--- src/rtl/bdq_pkg.sv ---
// package for the bounded deque with positional edit
// operation and status codes, field widths, default capacity; no dependencies
package bdq_pkg;

    localparam int CAPACITY_DEF = 16;
    localparam int VALUE_W      = 32;
    localparam int POS_W        = 5;
    localparam int COUNT_W      = 5;

    typedef enum logic [2:0] {
        OP_PUSH_FRONT = 3'd0,
        OP_PUSH_BACK  = 3'd1,
        OP_POP_FRONT  = 3'd2,
        OP_POP_BACK   = 3'd3,
        OP_INSERT     = 3'd4,
        OP_REMOVE     = 3'd5,
        OP_READ       = 3'd6,
        OP_NONE       = 3'd7
    } op_t;

    typedef enum logic [1:0] {
        ST_OK    = 2'd0,
        ST_EMPTY = 2'd1,
        ST_FULL  = 2'd2,
        ST_RANGE = 2'd3
    } status_t;

    typedef struct packed {
        logic [2:0]         operation;
        logic [VALUE_W-1:0] value_in;
        logic [POS_W-1:0]   position;
    } req_t;

    typedef struct packed {
        logic [VALUE_W-1:0] value_out;
        logic [1:0]         status;
        logic [VALUE_W-1:0] front_value;
        logic [VALUE_W-1:0] back_value;
        logic [COUNT_W-1:0] element_count;
    } rsp_t;

endpackage

--- src/rtl/bdq_if.sv ---
// valid/ready channel interfaces for requests and results
// depends on bdq_pkg
interface bdq_req_if;
    logic                      valid;
    logic                      ready;
    logic [2:0]                operation;
    logic signed [31:0]        value_in;
    logic [bdq_pkg::POS_W-1:0] position;
    modport source (output valid, operation, value_in, position, input ready);
    modport sink (input valid, operation, value_in, position, output ready);
endinterface

interface bdq_rsp_if;
    logic                        valid;
    logic                        ready;
    logic signed [31:0]          value_out;
    logic [1:0]                  status;
    logic signed [31:0]          front_value;
    logic signed [31:0]          back_value;
    logic [bdq_pkg::COUNT_W-1:0] element_count;
    modport source (output valid, value_out, status, front_value, back_value,
                    element_count, input ready);
    modport sink (input valid, value_out, status, front_value, back_value,
                  element_count, output ready);
endinterface

--- src/rtl/bounded_deque_with_positional_edit_top.sv ---
// top level of the bounded deque with positional edit: sequencer and element memory
// depends on bdq_pkg and the channel interfaces in bdq_if.sv
//
// A request takes one transfer on req and gives one result transfer on rsp.
// Elements live in a circular memory of CAPACITY words with a registered
// read port. Every request passes from its transfer to a valid result through
// the accept step, a front read, a back read and a done step. Insert and
// remove first run a shift that reads, then writes, each element moved, plus
// a closing step, with up to CAPACITY-1 elements moved. End operations, reads
// and rejected requests skip the shift. The result then needs its own
// transfer before the next request is taken. Only one request is in flight;
// the next transfer is taken once the result register is free.
module bounded_deque_with_positional_edit_top #(
    parameter int CAPACITY = bdq_pkg::CAPACITY_DEF
) (
    input  logic clk,
    input  logic rst_n,
    bdq_req_if.sink   req,
    bdq_rsp_if.source rsp
);
    localparam int AW = (CAPACITY > 1) ? $clog2(CAPACITY) : 1;
    localparam int CW = $clog2(CAPACITY + 1);
    localparam int OW = bdq_pkg::COUNT_W;
    localparam int VW = bdq_pkg::VALUE_W;
    localparam logic [CW-1:0] CAP = CW'(CAPACITY);

    typedef enum logic [2:0] {
        S_IDLE, S_SHIFT_RD, S_SHIFT_WR, S_FRONT_RD, S_BACK_RD, S_DONE
    } state_t;

    // element memory, one read and one write port
    logic [VW-1:0] mem [CAPACITY];
    logic [AW-1:0] rd_addr;
    logic          rd_en;
    logic [VW-1:0] rd_data;
    logic [AW-1:0] wr_addr;
    logic          wr_en;
    logic [VW-1:0] wr_data;

    always_ff @(posedge clk)
    begin
        if (wr_en)
        begin
            mem[wr_addr] <= wr_data;
        end
        if (rd_en)
        begin
            rd_data <= mem[rd_addr];
        end
    end

    state_t        state_reg;
    logic [AW-1:0] first_reg;
    logic [CW-1:0] count_reg;
    logic [CW-1:0] idx_reg;      // logical index being shifted
    logic [CW-1:0] stop_reg;     // shift end index
    logic          ins_reg;      // insert shifts up, remove shifts down
    logic          grab_reg;     // capture rd_data as value_out next cycle
    logic [VW-1:0] val_reg;
    logic [VW-1:0] out_reg;
    logic [1:0]    status_reg;
    logic [VW-1:0] front_reg;
    logic          rsp_valid_reg;

    // logical index to memory slot, modulo capacity by one compare/subtract
    function automatic logic [AW-1:0] slot(input logic [AW-1:0] first,
                                           input logic [CW-1:0] lidx);
        logic [CW:0] s;
        begin
            s = {{(CW+1-AW){1'b0}}, first} + {1'b0, lidx};
            if (s >= {1'b0, CAP})
            begin
                s = s - {1'b0, CAP};
            end
            slot = s[AW-1:0];
        end
    endfunction

    // position beyond any count the store can hold
    logic          pos_big;
    logic [CW-1:0] pos_w;
    assign pos_big = (32'(req.position) > 32'(CAPACITY));
    assign pos_w   = pos_big ? CAP : CW'(req.position);

    assign req.ready = (state_reg == S_IDLE) && !rsp_valid_reg;

    // combinational memory port control
    always_comb
    begin
        rd_en   = 1'b0;
        rd_addr = '0;
        wr_en   = 1'b0;
        wr_addr = '0;
        wr_data = val_reg;
        unique case (state_reg)
            S_SHIFT_RD:
            begin
                rd_en = 1'b1;
                rd_addr = ins_reg ? slot(first_reg, idx_reg - CW'(1))
                                  : slot(first_reg, idx_reg + CW'(1));
            end
            S_SHIFT_WR:
            begin
                wr_en = 1'b1;
                wr_addr = slot(first_reg, idx_reg);
                wr_data = rd_data;
            end
            S_FRONT_RD:
            begin
                rd_en = 1'b1;
                rd_addr = first_reg;
            end
            S_BACK_RD:
            begin
                rd_en = 1'b1;
                rd_addr = slot(first_reg, count_reg - CW'(1));
            end
            default:
            begin
            end
        endcase
        if (state_reg == S_IDLE && req.valid && req.ready)
        begin
            unique case (bdq_pkg::op_t'(req.operation))
                bdq_pkg::OP_PUSH_FRONT:
                begin
                    wr_en = (count_reg < CAP);
                    wr_addr = slot(first_reg, CAP - CW'(1));
                    wr_data = req.value_in;
                end
                bdq_pkg::OP_PUSH_BACK:
                begin
                    wr_en = (count_reg < CAP);
                    wr_addr = slot(first_reg, count_reg);
                    wr_data = req.value_in;
                end
                bdq_pkg::OP_POP_FRONT, bdq_pkg::OP_READ, bdq_pkg::OP_REMOVE:
                begin
                    rd_en = 1'b1;
                    rd_addr = (bdq_pkg::op_t'(req.operation) == bdq_pkg::OP_POP_FRONT)
                              ? first_reg : slot(first_reg, pos_w - CW'(1));
                end
                bdq_pkg::OP_POP_BACK:
                begin
                    rd_en = 1'b1;
                    rd_addr = slot(first_reg, count_reg - CW'(1));
                end
                default:
                begin
                end
            endcase
        end
        // insert: final write of the new value once the shift is done
        if (state_reg == S_SHIFT_RD && ins_reg && idx_reg == stop_reg)
        begin
            rd_en = 1'b0;
            wr_en = 1'b1;
            wr_addr = slot(first_reg, idx_reg);
            wr_data = val_reg;
        end
    end

    always_ff @(posedge clk or negedge rst_n)
    begin
        if (!rst_n)
        begin
            state_reg     <= S_IDLE;
            first_reg     <= '0;
            count_reg     <= '0;
            rsp_valid_reg <= 1'b0;
            idx_reg       <= '0;
            stop_reg      <= '0;
            ins_reg       <= 1'b0;
            grab_reg      <= 1'b0;
            val_reg       <= '0;
            out_reg       <= '0;
            front_reg     <= '0;
            status_reg    <= bdq_pkg::ST_OK;
        end
        else
        begin
            if (rsp_valid_reg && rsp.ready)
            begin
                rsp_valid_reg <= 1'b0;
            end
            if (grab_reg)
            begin
                out_reg  <= rd_data;
                grab_reg <= 1'b0;
            end
            unique case (state_reg)
                S_IDLE:
                begin
                    if (req.valid && req.ready)
                    begin
                        out_reg    <= '0;
                        status_reg <= bdq_pkg::ST_OK;
                        val_reg    <= req.value_in;
                        state_reg  <= S_FRONT_RD;
                        unique case (bdq_pkg::op_t'(req.operation))
                            bdq_pkg::OP_PUSH_FRONT:
                            begin
                                if (count_reg >= CAP)
                                    status_reg <= bdq_pkg::ST_FULL;
                                else
                                begin
                                    first_reg <= slot(first_reg, CAP - CW'(1));
                                    count_reg <= count_reg + CW'(1);
                                end
                            end
                            bdq_pkg::OP_PUSH_BACK:
                            begin
                                if (count_reg >= CAP)
                                    status_reg <= bdq_pkg::ST_FULL;
                                else
                                    count_reg <= count_reg + CW'(1);
                            end
                            bdq_pkg::OP_POP_FRONT:
                            begin
                                if (count_reg == '0)
                                    status_reg <= bdq_pkg::ST_EMPTY;
                                else
                                begin
                                    grab_reg  <= 1'b1;
                                    first_reg <= slot(first_reg, CW'(1));
                                    count_reg <= count_reg - CW'(1);
                                end
                            end
                            bdq_pkg::OP_POP_BACK:
                            begin
                                if (count_reg == '0)
                                    status_reg <= bdq_pkg::ST_EMPTY;
                                else
                                begin
                                    grab_reg  <= 1'b1;
                                    count_reg <= count_reg - CW'(1);
                                end
                            end
                            bdq_pkg::OP_INSERT:
                            begin
                                if (count_reg >= CAP)
                                    status_reg <= bdq_pkg::ST_FULL;
                                else if (pos_big || pos_w > count_reg)
                                    status_reg <= bdq_pkg::ST_RANGE;
                                else
                                begin
                                    ins_reg   <= 1'b1;
                                    idx_reg   <= count_reg;
                                    stop_reg  <= pos_w;
                                    state_reg <= S_SHIFT_RD;
                                end
                            end
                            bdq_pkg::OP_REMOVE, bdq_pkg::OP_READ:
                            begin
                                if (count_reg == '0)
                                    status_reg <= bdq_pkg::ST_EMPTY;
                                else if (pos_big || pos_w == '0 || pos_w > count_reg)
                                    status_reg <= bdq_pkg::ST_RANGE;
                                else
                                begin
                                    grab_reg <= 1'b1;
                                    if (bdq_pkg::op_t'(req.operation) == bdq_pkg::OP_REMOVE)
                                    begin
                                        ins_reg   <= 1'b0;
                                        idx_reg   <= pos_w - CW'(1);
                                        stop_reg  <= count_reg - CW'(1);
                                        state_reg <= S_SHIFT_RD;
                                    end
                                end
                            end
                            default:
                            begin
                            end
                        endcase
                    end
                end
                S_SHIFT_RD:
                begin
                    if (ins_reg && idx_reg == stop_reg)
                    begin
                        count_reg <= count_reg + CW'(1);
                        state_reg <= S_FRONT_RD;
                    end
                    else if (!ins_reg && idx_reg == stop_reg)
                    begin
                        count_reg <= count_reg - CW'(1);
                        state_reg <= S_FRONT_RD;
                    end
                    else
                        state_reg <= S_SHIFT_WR;
                end
                S_SHIFT_WR:
                begin
                    idx_reg   <= ins_reg ? idx_reg - CW'(1) : idx_reg + CW'(1);
                    state_reg <= S_SHIFT_RD;
                end
                S_FRONT_RD:
                    state_reg <= S_BACK_RD;
                S_BACK_RD:
                begin
                    front_reg <= rd_data;
                    state_reg <= S_DONE;
                end
                S_DONE:
                begin
                    rsp_valid_reg <= 1'b1;
                    state_reg     <= S_IDLE;
                end
                default:
                    state_reg <= S_IDLE;
            endcase
        end
    end

    // back word arrives in rd_data during S_DONE and is held by the idle memory
    logic [VW-1:0] back_reg;
    always_ff @(posedge clk)
    begin
        if (state_reg == S_DONE)
        begin
            back_reg <= rd_data;
        end
    end

    logic empty_out;
    assign empty_out = (count_reg == '0);

    assign rsp.valid         = rsp_valid_reg;
    assign rsp.value_out     = out_reg;
    assign rsp.status        = status_reg;
    assign rsp.front_value   = empty_out ? '0 : front_reg;
    assign rsp.back_value    = empty_out ? '0 : back_reg;
    assign rsp.element_count = OW'(count_reg);

endmodule

--- src/flat_wrapper.sv ---
// flat-port wrapper written by rule: the top's interface ports become plain ports
module bounded_deque_with_positional_edit_top_flat 
#(
    parameter int CAPACITY = bdq_pkg::CAPACITY_DEF
)
  (clk, rst_n, req_valid, req_operation, req_value_in, req_position, req_ready, rsp_valid, rsp_value_out, rsp_status, rsp_front_value, rsp_back_value, rsp_element_count, rsp_ready);
  bdq_req_if req_i ();
  bdq_rsp_if rsp_i ();
  input  logic clk;
  input  logic rst_n;
  input wire logic [$bits(req_i.valid)-1:0] req_valid;
  input wire logic [$bits(req_i.operation)-1:0] req_operation;
  input wire logic [$bits(req_i.value_in)-1:0] req_value_in;
  input wire logic [$bits(req_i.position)-1:0] req_position;
  output wire logic [$bits(req_i.ready)-1:0] req_ready;
  output wire logic [$bits(rsp_i.valid)-1:0] rsp_valid;
  output wire logic [$bits(rsp_i.value_out)-1:0] rsp_value_out;
  output wire logic [$bits(rsp_i.status)-1:0] rsp_status;
  output wire logic [$bits(rsp_i.front_value)-1:0] rsp_front_value;
  output wire logic [$bits(rsp_i.back_value)-1:0] rsp_back_value;
  output wire logic [$bits(rsp_i.element_count)-1:0] rsp_element_count;
  input wire logic [$bits(rsp_i.ready)-1:0] rsp_ready;
  assign req_i.valid = req_valid;
  assign req_i.operation = req_operation;
  assign req_i.value_in = req_value_in;
  assign req_i.position = req_position;
  assign req_ready = req_i.ready;
  assign rsp_valid = rsp_i.valid;
  assign rsp_value_out = rsp_i.value_out;
  assign rsp_status = rsp_i.status;
  assign rsp_front_value = rsp_i.front_value;
  assign rsp_back_value = rsp_i.back_value;
  assign rsp_element_count = rsp_i.element_count;
  assign rsp_i.ready = rsp_ready;
  bounded_deque_with_positional_edit_top #(.CAPACITY(CAPACITY)) u_core (.clk(clk), .rst_n(rst_n), .req(req_i), .rsp(rsp_i));
endmodule
--- config.mk ---
export PLATFORM = sky130hd
export DESIGN_NAME = bounded_deque_with_positional_edit_top_flat
export DESIGN_NICKNAME = d
export VERILOG_FILES = /design/src/rtl/bdq_pkg.sv /design/src/rtl/bdq_if.sv /design/src/rtl/bounded_deque_with_positional_edit_top.sv /design/src/flat_wrapper.sv
export SDC_FILE = /design/constraint.sdc
export NUM_CORES = 1
export LEC_CHECK = 0
export BUFFER_PORTS_ARGS = -buffer_cell sky130_fd_sc_hd__buf_2
export CAP_MARGIN = 0
export CORE_MARGIN = 3
export CORE_UTILIZATION = 50
export CTS_CLUSTER_SIZE = 24
export DETAILED_ROUTE_END_ITERATION = 16
export HOLD_SLACK_MARGIN = 0.03
export PLACE_DENSITY = 0.67
export SYNTH_ARGS = -nofsm -noshare
export SYNTH_HDL_FRONTEND = slang
export SYNTH_SLANG_ARGS = --single-unit
--- constraint.sdc ---
create_clock -name clk -period 10.54 [get_ports clk]
set_input_delay 0.527 -clock clk [delete_from_list [all_inputs] [get_ports clk]]
set_output_delay 0.527 -clock clk [all_outputs]
set_load 0.02 [all_outputs]
==> impl_metrics.py <==
metrics = {
    "route": {
        "first_pass_iters": 5,
        "post_drt_via_cell_ratio": 5.720,
        "ant_nets": 0,
        "routed_wl_um": 69180,
        "drtIter0Drc": 1474,
        "num_vias": 16862,
        "wl_per_cell_um": 23.47,
        "drc": 0,
    },
    "worst_setup_path": {
        "crit_start": "u_core.state_reg[1]",
        "worst-setup-path-type": "flop to flop",
        "cp-end-kind": "flop",
        "cp_max_fo": 142,
        "cp-start-kind": "flop",
        "worst_ep_required_time_ps": 10850,
        "crit_arrival_ps": 5000,
        "r2r_start": "u_core.state_reg[1]",
    },
    "place": {
        "gp_congestion": 0.8480,
        "dpl.hpwl_um": 40010,
        "port_buffers": 148,
        "dp_cells": 2814,
    },
    "synth": {
        "syn-num-nets": 2049,
        "synth_cells": 1970,
        "synth_top_flop_cell": "edfxtp_1",
        "syn-cell-area_um2": 30350,
        "synth_async_sr_flop_share_pct": 17.60,
        "avgSynthCellArea_um2": 15.41,
        "yosysTopAreaCellShare_pct": 56.99,
        "yosysMostFrequentCell": "edfxtp_1",
        "synth_edf_count": 576,
        "yosysWarnings": 0,
        "synthTopCellsByCount": "edfxtp_1, mux2i_1, nor2_1, nand2_1, dfrtp_1",
        "seq_area_frac_synth_pct": 67.13,
        "synth_top_cell_by_area": "edfxtp_1",
        "synth_area_leaders": "edfxtp_1, mux2i_1, dfrtp_1",
        "synth_cell_types": 70,
        "synth-seq-cells": 699,
    },
    "clock_network": {
        "cts.sinks": 699,
        "cts_buffer_depth": 3,
        "tritoncts": "yes",
        "cts_made_buffers": 73,
        "clock_latency_ps": 600,
        "post_cts_buffers": 0,
        "htreeDepth": 3,
        "clock-root-buffer": "clkbuf_16",
        "clk_pin_slew_ps": 60,
    },
    "timing": {
        "hold_ws_ps": 146.7,
        "setup_viol": 0,
        "hold_violations": 0,
        "relSlewSlack_pct": 12.51,
        "finalCritPeriodShare_pct": 44.48,
        "max_freq_mhz": 213.3,
        "period_needed_ps": 4689,
        "rsz0062_at_grt": "no",
        "worst_pin_slew_ps": 1309,
        "finalMaxSlewViolations": 0,
        "tns_ps": 0,
        "fin_skew_ps": 19.65,
    },
    "die": {
        "start_util_pct": 50.94,
        "core_um2": 59580,
        "io_pins": 149,
        "die_h_um": 252.4,
        "dieArea_um2": 63690,
        "die_w_um": 252.4,
        "rows": 89,
    },
    "job": {
        "drv_cap": 0,
    },
    "final_layout": {
        "layout.nets": 2196,
        "instances_no_fill": 2948,
        "drive_gt1_share_pct": 16.28,
        "area_delta_synth_final_pct": 12.09,
        "top_register": "u_core.mem",
        "largest_reg_flops": 512,
        "antenna_cells": 0,
    },
    "min_path": {
        "hp-start": "req_value_in[25]",
        "hold_class": "input port to flop",
    },
    "pwr": {
        "power_leakage_nw": 14.18,
        "p_total_mw": 12.05,
        "p_sw_mw": 4.505,
        "clkPwrFrac_pct": 20.7,
        "share_comb_of_total_power_pct": 41.8,
        "peakVddDrop_mv": 0.3273,
        "p_seq_share_pct": 37.5,
        "swShare_pct": 37.39,
        "internal_power_mw": 7.543,
        "p_per_area_nw_per_um2": 354.2,
    },
    "grt": {
        "antenna_found_initial": 3,
        "grt_pass1_vias": 16638,
        "grt_max_degree": 143,
        "grt_first_pass_wirelength_um": 103300,
        "grt.total_usage_pct": 21.68,
        "grt_remaining_overflow": 0,
    },
    "status": {
        "status": "finished clean",
    },
}
-- cell type report --
cell class / instances / area [µm²]
clock buffers: 111 / 2142
clock inverters: 22 / 198.9
fillers: 4591 / 25560
inverters: 21 / 78.83
multi-input cells: 1140 / 9225
flip-flops and latches: 699 / 20380
well taps: 773 / 967.2
repair buffers: 182 / 1030
-- logic make-up (layout without fill, tap and decap cells) --
| logic type | Yosys count | count (layout) | synth area share (%) |
|---|---|---|---|
| AOI/OAI and AO/OA | 129 | 129 | 2.882 |
| xor gates and xnor gates | 36 | 36 | 1.039 |
| adders and majority gates | 35 | 35 | 1.591 |
| buffers and inverters | 131 | 336 | 2.939 |
| DFF | 699 | 699 | 67.13 |
| muxes | 561 | 561 | 18.66 |
| and+or+nand+nor | 379 | 379 | 5.759 |
-- power groups by stage --
| stage | clock network (mW) | logic (mW) | registers (mW) |
|---|---|---|---|
| 2_1_floorplan | 0 | 3.91 | 4.41 |
| 3_3_place_gp | 0 | 4.92 | 4.54 |
| 3_5_place_dp | 0 | 5.03 | 4.56 |
| 4_1_cts | 2.54 | 5.05 | 4.51 |
| 5_1_grt | 2.65 | 5.42 | 4.57 |
| 6_report | 2.49 | 5.03 | 4.52 |
-- worst paths after layout --
path	slack [ps]	cells after the start	to
max in group asynchronous	8660	3	u_core.val_reg[1]
min in group asynchronous	450	2	u_core.first_reg[0]
worst min-delay path	150	3	u_core.val_reg[25]
worst min register to register	480	2	u_core.val_reg[24]
worst max register to register	5850	9	u_core.rd_data[15]
worst max-delay path	5850	9	u_core.rd_data[15]
-- through the flow --
| step | area (µm²) | setup WS [ps] | util [%] |
|---|---|---|---|
| global route | 34020 | 5578 | 57.10 |
| global placement | 31670 | 5808 | 53.15 |
| detailed placement | 31670 | 5733 | 53.15 |
| finish | 34020 | 5851 | 57.10 |
| CTS | 34020 | 5855 | 57.10 |
| floorplan | 30350 | 5921 | - |
-- cells in the final DEF (no fill, tap or decap), drive strengths merged, types with 3 or more instances in the layout --
cell | Yosys | final
mux2i | 524 | 524
o21ai | 21 | 21
nor3 | 13 | 13
o21a | 3 | 3
o22ai | 33 | 33
ha | 29 | 29
a21o | 9 | 9
or3b | 3 | 3
xor2 | 17 | 17
nand2b | 7 | 7
nor4 | 3 | 3
nor2 | 132 | 132
dfrtp | 123 | 123
inv | 21 | 24
mux2 | 37 | 37
edfxtp | 576 | 576
nor2b | 9 | 9
bufinv | 0 | 3
fa | 6 | 6
clkbuf | 42 | 111
nand3 | 5 | 5
a221oi | 4 | 4
a21oi | 29 | 29
and2 | 66 | 66
clkinv | 0 | 15
nand2 | 125 | 125
xnor2 | 19 | 19
a211oi | 3 | 3
buf | 68 | 181
nor3b | 4 | 4
-- layer usage --
layer	vias to the layer above	part of all wire, %	GRT usage (%)
li1	7640	-	-
met1	8551	46	31.91
met2	559	44	32.83
met3	112	7.0	4.219
met4	0	2.5	6.889
met5	-	0	0
-- what timing repair did --
| action | 4_1_cts | 5_1_grt |
|---|---|---|
| hold buffers | 1 | 0 |
| endpoints found under the hold margin | 50 | 0 |
| gates resized for setup | 0 | 0 |
-- critical path, cell delays in order, from the launching register on --
cell      delay (ps)
dfrtp_1          660
nor2_1           120
and2_2           570
a221oi_4         410
buf_4            870
buf_12           770
mux2i_1          280
mux2i_1          110
mux2i_1          280
mux2i_1          120
Power figures use the tool's default switching activity.
